<file path="config.mk">
export PLATFORM = sky130hd
export DESIGN_NAME = delimited_field_splitter_unit
export DESIGN_NICKNAME = d
export VERILOG_FILES = /design/src/hdl/dfs_pkg.sv /design/src/hdl/dfs_fifo.sv /design/src/hdl/dfs_engine.sv /design/src/hdl/delimited_field_splitter_unit.sv
export SDC_FILE = /design/constraint.sdc
export NUM_CORES = 1
export LEC_CHECK = 0
export BUFFER_PORTS_ARGS = -buffer_cell sky130_fd_sc_hd__buf_4
export CAP_MARGIN = 10
export CORE_ASPECT_RATIO = 0.9
export CORE_MARGIN = 2
export CORE_UTILIZATION = 30
export CTS_CLUSTER_SIZE = 28
export DETAILED_ROUTE_END_ITERATION = 8
export SLEW_MARGIN = 0
export SYNTH_ARGS = -nofsm -noshare
export SYNTH_HDL_FRONTEND = slang
export SYNTH_SLANG_ARGS = --single-unit
</file>
<file path="constraint.sdc">
create_clock -name clk -period 8.2 [get_ports clk]
set_clock_uncertainty 0.05 [all_clocks]
set_input_delay 0.41 -clock clk [delete_from_list [all_inputs] [get_ports clk]]
set_output_delay 0.41 -clock clk [all_outputs]
set_load 0.005 [all_outputs]
</file>
<file path="src/hdl/dfs_pkg.sv">
// ----------------------------------------------------------------------------
// dfs_pkg: shared types and constants of the delimited field splitter
// Beat payloads of the input and result channels, event codes, register
// indexes and the fixed byte values used by the splitter.
// ----------------------------------------------------------------------------
package dfs_pkg;

  localparam int CFG_IDX_W  = 3;
  localparam int CFG_DATA_W = 32;

  // configuration register indexes
  localparam logic [CFG_IDX_W-1:0] REG_RECORD_SEP_BYTES = 3'd0;
  localparam logic [CFG_IDX_W-1:0] REG_RECORD_SEP_LEN   = 3'd1;
  localparam logic [CFG_IDX_W-1:0] REG_FIELD_SEP_BYTES  = 3'd2;
  localparam logic [CFG_IDX_W-1:0] REG_FIELD_SEP_LEN    = 3'd3;
  localparam logic [CFG_IDX_W-1:0] REG_COLLAPSE_REPEATS = 3'd4;
  localparam logic [CFG_IDX_W-1:0] REG_AUTO_CRLF        = 3'd5;
  localparam logic [CFG_IDX_W-1:0] REG_COMMENT_BYTES    = 3'd6;
  localparam logic [CFG_IDX_W-1:0] REG_COMMENT_LEN      = 3'd7;

  // event kinds
  localparam logic [1:0] KIND_BYTE       = 2'd0;
  localparam logic [1:0] KIND_FIELD_END  = 2'd1;
  localparam logic [1:0] KIND_RECORD_END = 2'd2;

  localparam logic [7:0] LF_BYTE = 8'h0A;
  localparam logic [7:0] CR_BYTE = 8'h0D;

  typedef struct packed {
    logic [7:0] in_byte;
    logic       end_of_input;
  } in_item_t;

  typedef struct packed {
    logic [1:0]  event_kind;
    logic [7:0]  out_byte;
    logic [15:0] field_number;
    logic        crlf_ending;
    logic        last_of_run;
  } out_item_t;

endpackage

</file>
<file path="src/hdl/dfs_fifo.sv">
// ----------------------------------------------------------------------------
// dfs_fifo: small register queue
// Parts the input side from the splitting engine and the engine from the
// result side; one write and one read a cycle.
// ----------------------------------------------------------------------------
module dfs_fifo #(
  parameter int WIDTH = 8,
  parameter int DEPTH = 4
) (
  input  logic             clk,
  input  logic             rst_n,
  input  logic             wr_en,
  input  logic [WIDTH-1:0] wr_data,
  output logic             full,
  input  logic             rd_en,
  output logic [WIDTH-1:0] rd_data,
  output logic             empty
);

  localparam int AW = (DEPTH > 1) ? $clog2(DEPTH) : 1;
  localparam int CW = $clog2(DEPTH + 1);

  logic [DEPTH-1:0][WIDTH-1:0] mem_r;
  logic [AW-1:0] wr_ptr_r, wr_ptr_nxt;
  logic [AW-1:0] rd_ptr_r, rd_ptr_nxt;
  logic [CW-1:0] count_r, count_nxt;
  logic          do_wr, do_rd;

  assign full    = (count_r == CW'(DEPTH));
  assign empty   = (count_r == '0);
  assign do_wr   = wr_en && !full;
  assign do_rd   = rd_en && !empty;
  assign rd_data = mem_r[rd_ptr_r];

  always_comb begin
    wr_ptr_nxt = wr_ptr_r;
    rd_ptr_nxt = rd_ptr_r;
    count_nxt  = count_r;
    if (do_wr) begin
      wr_ptr_nxt = (wr_ptr_r == AW'(DEPTH - 1)) ? '0 : wr_ptr_r + 1'b1;
    end
    if (do_rd) begin
      rd_ptr_nxt = (rd_ptr_r == AW'(DEPTH - 1)) ? '0 : rd_ptr_r + 1'b1;
    end
    if (do_wr && !do_rd) begin
      count_nxt = count_r + 1'b1;
    end else if (do_rd && !do_wr) begin
      count_nxt = count_r - 1'b1;
    end
  end

  always_ff @(posedge clk) begin
    if (!rst_n) begin
      wr_ptr_r <= '0;
      rd_ptr_r <= '0;
      count_r  <= '0;
    end else begin
      wr_ptr_r <= wr_ptr_nxt;
      rd_ptr_r <= rd_ptr_nxt;
      count_r  <= count_nxt;
    end
  end

  always_ff @(posedge clk) begin
    if (do_wr) begin
      mem_r[wr_ptr_r] <= wr_data;
    end
  end

endmodule

</file>
<file path="src/hdl/dfs_engine.sv">
// ----------------------------------------------------------------------------
// dfs_engine: separator matching and event sequencing
// Holds the lookahead window and stream flags; while the result queue has
// room, takes one decision step and produces at most one event a cycle. The
// last event of a beat is held in a tail stage until it is known to be last.
// ----------------------------------------------------------------------------
module dfs_engine #(
  parameter int MAX_SEP_LEN    = 4,
  parameter int FIELD_NUM_BITS = 16
) (
  input  logic                                 clk,
  input  logic                                 rst_n,
  input  logic                                 cfg_we,
  input  logic [dfs_pkg::CFG_IDX_W-1:0]        cfg_index,
  input  logic [dfs_pkg::CFG_DATA_W-1:0]       cfg_data,
  input  logic                                 item_valid,
  input  dfs_pkg::in_item_t                    item,
  output logic                                 item_take,
  input  logic                                 ev_full,
  output logic                                 ev_push,
  output dfs_pkg::out_item_t                   ev_item
);
  import dfs_pkg::*;

  localparam int LIM = (MAX_SEP_LEN < 4) ? MAX_SEP_LEN : 4;
  localparam int CW  = $clog2(MAX_SEP_LEN + 1);
  localparam logic [2:0] LIM3 = 3'(LIM);
  localparam logic [FIELD_NUM_BITS-1:0] FMAX = '1;

  typedef logic [MAX_SEP_LEN-1:0][7:0] win_t;

  // configuration
  logic [31:0] rsb_r, fsb_r, cmb_r;
  logic [2:0]  rsl_r, fsl_r, cml_r;
  logic        col_r, acr_r;

  // stream state
  win_t                      win_r, win_nxt;
  logic [CW-1:0]             cnt_r, cnt_nxt;
  logic [FIELD_NUM_BITS-1:0] fcnt_r, fcnt_nxt;
  logic start_r, start_nxt, cmt_r, cmt_nxt, skip_r, skip_nxt;
  logic held_r, held_nxt, has_r, has_nxt, fed_r, fed_nxt;
  logic busy_r, busy_nxt, eoi_r, eoi_nxt;
  logic      tv_r, tv_nxt;
  out_item_t tail_r, tail_nxt;

  // step signals
  logic [2:0]  rs_len, fs_len, cm_len, dep, k;
  logic [31:0] rs_bytes;
  logic        go, active, eoi_e, work, cons, done, ev_v, fe_need;
  logic        rs_hit, fs_hit, cm_hit;
  win_t        win_e, win_s;
  logic [CW-1:0] cnt_e;
  logic [FIELD_NUM_BITS-1:0] fpos;
  logic [31:0] fpos32;
  out_item_t   ev;

  function automatic logic head_match(win_t w, logic [CW-1:0] c, logic [31:0] p,
                                      logic [2:0] len);
    logic m;
    m = (4'(c) >= 4'(len));
    for (int i = 0; i < LIM; i++) begin
      if ((3'(i) < len) && (w[i] != p[8*i +: 8])) begin
        m = 1'b0;
      end
    end
    return m;
  endfunction

  always_comb begin
    rs_len = acr_r ? 3'd1 : (rsl_r == 3'd0) ? 3'd1 : (rsl_r > LIM3) ? LIM3 : rsl_r;
    fs_len = (fsl_r == 3'd0) ? 3'd1 : (fsl_r > LIM3) ? LIM3 : fsl_r;
    cm_len = (cml_r > LIM3) ? LIM3 : cml_r;
    dep    = rs_len;
    if (fs_len > dep) dep = fs_len;
    if (cm_len > dep) dep = cm_len;
    rs_bytes = acr_r ? 32'(LF_BYTE) : rsb_r;
  end

  assign fpos   = (fcnt_r == FMAX) ? FMAX : fcnt_r + 1'b1;
  assign fpos32 = 32'(fpos);

  assign go        = !ev_full;
  assign active    = go && (busy_r || item_valid);
  assign item_take = go && !busy_r && item_valid;

  // effective window: append the new byte when a beat is taken
  always_comb begin
    win_e = win_r;
    cnt_e = cnt_r;
    eoi_e = busy_r ? eoi_r : item.end_of_input;
    if (!busy_r && !item.end_of_input && (4'(cnt_r) < 4'(MAX_SEP_LEN))) begin
      for (int i = 0; i < MAX_SEP_LEN; i++) begin
        if (cnt_r == CW'(i)) win_e[i] = item.in_byte;
      end
      cnt_e = cnt_r + 1'b1;
    end
  end

  assign rs_hit = head_match(win_e, cnt_e, rs_bytes, rs_len);
  assign fs_hit = head_match(win_e, cnt_e, fsb_r, fs_len);
  assign cm_hit = head_match(win_e, cnt_e, cmb_r, cm_len);

  always_comb begin
    work      = eoi_e ? (cnt_e != '0) : ((cnt_e != '0) && (4'(cnt_e) >= 4'(dep)));
    fe_need   = !(col_r && !has_r);
    k         = 3'd0;
    cons      = 1'b0;
    done      = 1'b0;
    ev_v      = 1'b0;
    ev        = '0;
    fcnt_nxt  = fcnt_r;
    start_nxt = start_r;
    cmt_nxt   = cmt_r;
    skip_nxt  = skip_r;
    held_nxt  = held_r;
    has_nxt   = has_r;
    fed_nxt   = fed_r;
    cnt_nxt   = cnt_e;
    if (!work) begin
      if (!eoi_e) begin
        done = 1'b1;
      end else if (held_r) begin
        ev_v = 1'b1;
        ev.event_kind   = KIND_BYTE;
        ev.out_byte     = CR_BYTE;
        ev.field_number = fpos32[15:0];
        held_nxt = 1'b0;
        has_nxt  = 1'b1;
      end else if (!start_r && !cmt_r && fe_need && !fed_r) begin
        ev_v = 1'b1;
        ev.event_kind   = KIND_FIELD_END;
        ev.field_number = fpos32[15:0];
        fed_nxt = 1'b1;
      end else begin
        // close the open record if any, then return the stream to reset
        if (!start_r && !cmt_r) begin
          ev_v = 1'b1;
          ev.event_kind = KIND_RECORD_END;
        end
        done      = 1'b1;
        cnt_nxt   = '0;
        fcnt_nxt  = '0;
        start_nxt = 1'b1;
        cmt_nxt   = 1'b0;
        skip_nxt  = 1'b0;
        held_nxt  = 1'b0;
        has_nxt   = 1'b0;
        fed_nxt   = 1'b0;
      end
    end else if (cmt_r) begin
      cons = 1'b1;
      if (rs_hit) begin
        k = rs_len;
        cmt_nxt   = 1'b0;
        start_nxt = 1'b1;
      end else begin
        k = 3'd1;
      end
    end else if (start_r && (cm_len != 3'd0) && cm_hit) begin
      cons    = 1'b1;
      k       = cm_len;
      cmt_nxt = 1'b1;
    end else if (held_r && !(rs_hit && acr_r)) begin
      // release the held carriage return ahead of whatever follows
      ev_v = 1'b1;
      ev.event_kind   = KIND_BYTE;
      ev.out_byte     = CR_BYTE;
      ev.field_number = fpos32[15:0];
      held_nxt = 1'b0;
      has_nxt  = 1'b1;
    end else if (rs_hit) begin
      if (fe_need && !fed_r) begin
        ev_v = 1'b1;
        ev.event_kind   = KIND_FIELD_END;
        ev.field_number = fpos32[15:0];
        fed_nxt = 1'b1;
      end else begin
        ev_v = 1'b1;
        ev.event_kind  = KIND_RECORD_END;
        ev.crlf_ending = held_r && acr_r;
        cons      = 1'b1;
        k         = rs_len;
        fcnt_nxt  = '0;
        has_nxt   = 1'b0;
        skip_nxt  = 1'b0;
        start_nxt = 1'b1;
        held_nxt  = 1'b0;
        fed_nxt   = 1'b0;
      end
    end else if (fs_hit) begin
      cons = 1'b1;
      k    = fs_len;
      start_nxt = 1'b0;
      if (!(col_r && (skip_r || start_r))) begin
        ev_v = 1'b1;
        ev.event_kind   = KIND_FIELD_END;
        ev.field_number = fpos32[15:0];
        if (fcnt_r != FMAX) fcnt_nxt = fcnt_r + 1'b1;
        has_nxt  = 1'b0;
        skip_nxt = 1'b1;
      end
    end else begin
      cons = 1'b1;
      k    = 3'd1;
      if (acr_r && (win_e[0] == CR_BYTE)) begin
        held_nxt = 1'b1;
      end else begin
        ev_v = 1'b1;
        ev.event_kind   = KIND_BYTE;
        ev.out_byte     = win_e[0];
        ev.field_number = fpos32[15:0];
        has_nxt = 1'b1;
      end
      skip_nxt  = 1'b0;
      start_nxt = 1'b0;
    end

    // advance the window past the consumed bytes
    win_s = win_e;
    for (int i = 0; i < MAX_SEP_LEN; i++) begin
      for (int j = 1; j <= LIM; j++) begin
        if ((k == 3'(j)) && (i + j < MAX_SEP_LEN)) win_s[i] = win_e[i + j];
      end
    end
    win_nxt = win_s;
    if (cons) begin
      cnt_nxt = cnt_e - CW'(k);
      if (!eoi_e) begin
        done = !((cnt_nxt != '0) && (4'(cnt_nxt) >= 4'(dep)));
      end
    end
  end

  // tail stage: hold the newest event until the beat's last one is known
  always_comb begin
    ev_push  = 1'b0;
    ev_item  = tail_r;
    tv_nxt   = tv_r;
    tail_nxt = tail_r;
    busy_nxt = busy_r;
    eoi_nxt  = eoi_r;
    if (item_take) begin
      eoi_nxt = item.end_of_input;
    end
    if (active) begin
      busy_nxt = !done;
    end
    if (go) begin
      if (active && ev_v) begin
        ev_push  = tv_r;
        tv_nxt   = 1'b1;
        tail_nxt = ev;
        tail_nxt.last_of_run = done;
      end else if (active && done) begin
        ev_push = tv_r;
        ev_item.last_of_run = 1'b1;
        tv_nxt  = 1'b0;
      end else begin
        ev_push = tv_r && tail_r.last_of_run;
        tv_nxt  = tv_r && !tail_r.last_of_run;
      end
    end
  end

  always_ff @(posedge clk) begin
    if (!rst_n) begin
      rsb_r <= 32'd10;
      rsl_r <= 3'd1;
      fsb_r <= 32'd32;
      fsl_r <= 3'd1;
      col_r <= 1'b1;
      acr_r <= 1'b0;
      cmb_r <= 32'd0;
      cml_r <= 3'd0;
    end else if (cfg_we) begin
      case (cfg_index)
        REG_RECORD_SEP_BYTES: rsb_r <= cfg_data;
        REG_RECORD_SEP_LEN:   rsl_r <= cfg_data[2:0];
        REG_FIELD_SEP_BYTES:  fsb_r <= cfg_data;
        REG_FIELD_SEP_LEN:    fsl_r <= cfg_data[2:0];
        REG_COLLAPSE_REPEATS: col_r <= cfg_data[0];
        REG_AUTO_CRLF:        acr_r <= cfg_data[0];
        REG_COMMENT_BYTES:    cmb_r <= cfg_data;
        REG_COMMENT_LEN:      cml_r <= cfg_data[2:0];
        default: ;
      endcase
    end
  end

  always_ff @(posedge clk) begin
    if (!rst_n) begin
      cnt_r   <= '0;
      fcnt_r  <= '0;
      start_r <= 1'b1;
      cmt_r   <= 1'b0;
      skip_r  <= 1'b0;
      held_r  <= 1'b0;
      has_r   <= 1'b0;
      fed_r   <= 1'b0;
      busy_r  <= 1'b0;
      eoi_r   <= 1'b0;
      tv_r    <= 1'b0;
    end else begin
      if (active) begin
        cnt_r   <= cnt_nxt;
        fcnt_r  <= fcnt_nxt;
        start_r <= start_nxt;
        cmt_r   <= cmt_nxt;
        skip_r  <= skip_nxt;
        held_r  <= held_nxt;
        has_r   <= has_nxt;
        fed_r   <= fed_nxt;
      end
      busy_r <= busy_nxt;
      eoi_r  <= eoi_nxt;
      tv_r   <= tv_nxt;
    end
  end

  always_ff @(posedge clk) begin
    if (active) begin
      win_r <= win_nxt;
    end
    tail_r <= tail_nxt;
  end

endmodule

</file>
<file path="src/hdl/delimited_field_splitter_unit.sv">
// ----------------------------------------------------------------------------
// delimited_field_splitter_unit: byte stream to records and numbered fields
// Input queue, splitting engine with lookahead window, result queue.
// ----------------------------------------------------------------------------
//  channel  ports                         beat
//  input    push, full, in_data           one byte or end of input
//  result   empty, pop, out_data          one event
//  config   cfg_we, cfg_index, cfg_data   one register write
//
// A byte that yields at most one event leaves the engine free for the next
// byte: one byte a cycle while the result queue has room. Each further event
// of a beat holds off the next beat, as the engine makes one decision step
// and one event a cycle. End of input works off the bytes left in the window,
// then releases a held CR, ends the last field and closes the open record.
// Reset is synchronous and restores the register defaults and stream state.
// full rises when the input queue fills; the engine halts while the result
// queue is full and resumes without loss.
// ----------------------------------------------------------------------------
module delimited_field_splitter_unit #(
  parameter int MAX_SEP_LEN    = 4,
  parameter int FIELD_NUM_BITS = 16,
  parameter int IN_DEPTH       = 4,
  parameter int OUT_DEPTH      = 4
) (
  input  logic                           clk,
  input  logic                           rst_n,
  input  logic                           push,
  output logic                           full,
  input  dfs_pkg::in_item_t              in_data,
  output logic                           empty,
  input  logic                           pop,
  output dfs_pkg::out_item_t             out_data,
  input  logic                           cfg_we,
  input  logic [dfs_pkg::CFG_IDX_W-1:0]  cfg_index,
  input  logic [dfs_pkg::CFG_DATA_W-1:0] cfg_data
);
  import dfs_pkg::*;

  in_item_t  item;
  out_item_t ev_item;
  logic      in_empty, item_take, ev_push, ev_full;

  dfs_fifo #(.WIDTH($bits(in_item_t)), .DEPTH(IN_DEPTH)) u_in_q (
    .clk     (clk),
    .rst_n   (rst_n),
    .wr_en   (push),
    .wr_data (in_data),
    .full    (full),
    .rd_en   (item_take),
    .rd_data (item),
    .empty   (in_empty)
  );

  dfs_engine #(.MAX_SEP_LEN(MAX_SEP_LEN), .FIELD_NUM_BITS(FIELD_NUM_BITS)) u_engine (
    .clk        (clk),
    .rst_n      (rst_n),
    .cfg_we     (cfg_we),
    .cfg_index  (cfg_index),
    .cfg_data   (cfg_data),
    .item_valid (!in_empty),
    .item       (item),
    .item_take  (item_take),
    .ev_full    (ev_full),
    .ev_push    (ev_push),
    .ev_item    (ev_item)
  );

  dfs_fifo #(.WIDTH($bits(out_item_t)), .DEPTH(OUT_DEPTH)) u_out_q (
    .clk     (clk),
    .rst_n   (rst_n),
    .wr_en   (ev_push),
    .wr_data (ev_item),
    .full    (ev_full),
    .rd_en   (pop),
    .rd_data (out_data),
    .empty   (empty)
  );

endmodule
</file>
==> impl_metrics.ini <==
[sta]
tightestPinTransition_ns = 1.076
fin_hold_ws_ns = 0.03648
finalWorstPathRequiredPeriod_ns = 7.666
maxSlewViolCount = 0
post-route-period-util = 0.9349
hold_violations = 0
final-setup-viol-count = 0
final.setup.tns_ns = 0
maximum_clock_rate_ghz = 0.1304
timing.max_slew.rel_slack = 0.2824
rsz0062_at_grt = no

[synthesis]
synth.ff_latch_count = 357
synth-main-ff-cell = edfxtp_1
synth_edf_count = 208
asr_flop_ratio_synth = 0
synth_top_area_share = 0.3446
synth.yosys.seq_area_share = 0.5092
yosys-top-cells-area = edfxtp_1 34%, dfxtp_1 16%, nand2_1 4.9%
synth.distinct_cells = 87
ys_warn_count = 0
synth_nets = 1703
synthesis.instances = 1611
synth.largest_area_cell = edfxtp_1
postSynthAreaPerCell_um2 = 11.25
synthesis.area_um2 = 18120

[drt]
antenna_left = 0
detailedRoute.firstPassIterationCount = 5
wl_per_cell_um = 18.28
drt-initial-drc-count = 1046
finalWirelength_mm = 46.05
drcViolationCount = 0
drt_via_density = 4.975
routed-via-count = 12530

[worst_setup_path]
timing.critical_path.from_type = register
timing.rr.start = u_engine.rsl_r[2]$_SDFFE_PN0P_
r2r_slack_ns = 0.53
worst_path_dominant_cell_family = compound AO/OA/AOI/OAI gates
cp_data_required_time_ns = 8.61
worstSetupEndpointType = register
critical_path.max_stage_delay_ns = 0.38
worstPathMaxFanout = 6
worstPathBufferInverterCount = 3
critPathKind = reg -> reg
reg2reg_depth = 41
arrival_ns = 8.08
critical-path-slowest-cell = fa_2
worst_r2r_endpoint = u_out_q.count_r[2]$_SDFFE_PN0P_

[hold_path]
hold_path_startpoint = in_data[8]
hp-class = in -> reg
holdPathStages = 1
hold-path-endpoint = u_in_q.mem_r[17]$_DFFE_PP_

[layout]
post_route_cells_drive_above_1_share = 0.1925
final_util = 0.3527
count_of_filler_cells_inserted_in_the_layout = 5900
fin_cells = 2519
synthToLayoutAreaGrowth_pct = 16.30
multiInputGateArea_um2 = 8446
layout.nets = 1798
ff_latch_area_um2 = 9239

[floorplan]
coreArea_um2 = 59770
placementRows = 85
design.die.area_um2 = 62400
floorplan.die.width_um = 263.1
floorplan.die.height_um = 237.2
initial_core_util = 0.3032
io-pin-count = 79

[cts]
cts_made_buffers = 37
cts-root-buf = clkbuf_16
cts_max_path_buffers = 3
cts.htree.levels = 2
clkTransAtPathRegs_ns = 0.06
cts.hold.buffers_added = 0
clock_insertion_delay_at_the_later_pin_of_the_skew_report_ns = 0.53
tritoncts = built
clock-sinks = 357

[global_route]
antenna_found_initial = 1
globalRouteTotalUtil = 0.1450
number_of_global_route_vias_before_repair = 12200
grt_start_max_net_pins = 111
grt_first_pass_wirelength_mm = 71.41
globalRouteOverflowTotal = 0

[placement]
dp_hpwl_mm = 32.25
placedCellCount = 2444
gp_congestion = 0.8784
buffers_added_on_ports = 78

[power_and_ir_drop]
power_density_nw_per_um2 = 350.9
ir_drop_mv = 0.1773
power.static_leakage_nw = 7.193

[run_status]
outcome = finished, final reports clean

[job]
drv_cap = 0
==> per-layer routing <==
layer,up-vias,part of all wire,GRT usage
met5,-,0,0
met4,0,0.024,0.04156
met3,64,0.054,0.02797
met2,304,0.47,0.2342
met1,6131,0.46,0.1979
li1,6032,-,-
==> how the worst max path moves through the flow <==
stage	startpoint	end	slack, ns	depth (start not counted)
after CTS	u_engine.fsl_r[2]$_SDFFE_PN0P_	u_out_q.count_r[2]$_SDFFE_PN0P_	0.09	41
final	u_engine.rsl_r[2]$_SDFFE_PN0P_	u_out_q.count_r[2]$_SDFFE_PN0P_	0.53	41
after floorplan	u_engine.acr_r$_SDFFE_PN0P_	u_out_q.count_r[2]$_SDFFE_PN0P_	0.003	49
after global placement	u_engine.fsl_r[2]$_SDFFE_PN0P_	u_out_q.count_r[2]$_SDFFE_PN0P_	0.38	42
after detailed placement	u_engine.fsl_r[2]$_SDFFE_PN0P_	u_out_q.count_r[2]$_SDFFE_PN0P_	0.19	41
after global routing	u_engine.rsl_r[2]$_SDFFE_PN0P_	u_out_q.count_r[2]$_SDFFE_PN0P_	0.03	42
==> cell families (layout without fill, tap and decap cells) <==
group | Yosys count | after routing | synth area share
AOI/OAI and AO/OA | 327 | 327 | 0.1267
xor gates and xnor gates | 101 | 101 | 0.04984
adders and majority gates | 43 | 43 | 0.03093
buffers and inverters | 131 | 255 | 0.03224
DFF | 357 | 357 | 0.5092
muxes | 118 | 118 | 0.1050
other | 0 | 1 | 0
and+or+nand+nor | 534 | 534 | 0.1461
==> area by class of cell <==
cell class / count / share of cell area
diodes: 1 / 0.0001187
clock buffers: 52 / 0.04909
clock inverters: 16 / 0.007123
inverters: 47 / 0.008369
multi-input cells: 1123 / 0.4007
flip-flops and latches: 357 / 0.4383
well taps: 783 / 0.04648
repair buffers: 140 / 0.04986
==> metrics by stage <==
step / setup slack, ns / power, W / instance area [um^2]
global route: 0.03189 / 0.007843 / 21080
floorplan: 0.003064 / 0.004750 / 18160
finish: 0.5342 / 0.007397 / 21080
detailed placement: 0.1921 / 0.005711 / 19780
CTS: 0.09342 / 0.007389 / 20960
global placement: 0.3830 / 0.005660 / 19780
==> flip-flops by register name (all words and copies together), names as in the netlist, 16 cells and up <==
signal and flops:
u_out_q.mem_r 112, u_in_q.mem_r 36, u_engine.cmb_r 32, u_engine.fsb_r 32, u_engine.rsb_r 32, u_engine.win_r 32, u_engine.ev_item 27, u_engine.fcnt_r 16
==> power breakdown <==
group / switching [W] / internal, W / leakage (nW)
sequential: 0.000224 / 0.00238 / 3.13
combinational: 0.00185 / 0.00128 / 3.49
clock: 0.000705 / 0.000954 / 0.575
==> worst register-to-register path, delay by kind of cell, from the launching register on <==
family | cells | cell delay [ns]
AOI/OAI and AO/OA | 14 | 2.30
xor gates and xnor gates | 2 | 0.45
adders and majority gates | 7 | 1.95
buffers and inverters | 3 | 0.21
DFF | 1 | 0.34
muxes | 2 | 0.48
and+or+nand+nor | 13 | 1.77
==> cell usage after synthesis (6+ instances only) <==
| library cell | instances |
|---|---|
| o211ai_1 | 11 |
| or3_1 | 8 |
| mux4_2 | 36 |
| clkbuf_1 | 58 |
| nor2_1 | 84 |
| mux2i_4 | 17 |
| nor4_1 | 15 |
| nor2b_1 | 27 |
| nand2_1 | 236 |
| a21boi_1 | 12 |
| xnor2_1 | 74 |
| dfxtp_1 | 149 |
| a31oi_1 | 11 |
| o21ai_0 | 42 |
| a21oi_1 | 71 |
| mux2i_1 | 40 |
| a21o_1 | 11 |
| buf_6 | 7 |
| inv_1 | 45 |
| mux2i_2 | 11 |
| ha_1 | 40 |
| mux2_2 | 14 |
| a21boi_0 | 102 |
| nand3_1 | 22 |
| nand4_1 | 9 |
| nand3b_1 | 18 |
| buf_4 | 9 |
| edfxtp_1 | 208 |
| xor2_1 | 26 |
| a22oi_1 | 6 |
| and2_1 | 16 |
| nor3_1 | 19 |
| nand2b_1 | 21 |
| nor4bb_1 | 6 |
| and3_1 | 21 |
==> cell usage in the layout (no fill, tap or decap), types with 42 or more instances in the layout <==
cell	instances
a21boi_0	101
a21oi_1	68
buf_4	140
dfxtp_1	143
edfxtp_1	208
inv_1	43
nand2_1	235
nor2_1	82
o21ai_0	42
xnor2_1	72
==> repair_timing <==
item / CTS / global route
setup endpoints to repair: 0 / 38
resized for setup: 0 / 21
buffers inserted: 0 / 6
Power figures use the tool's default switching activity.
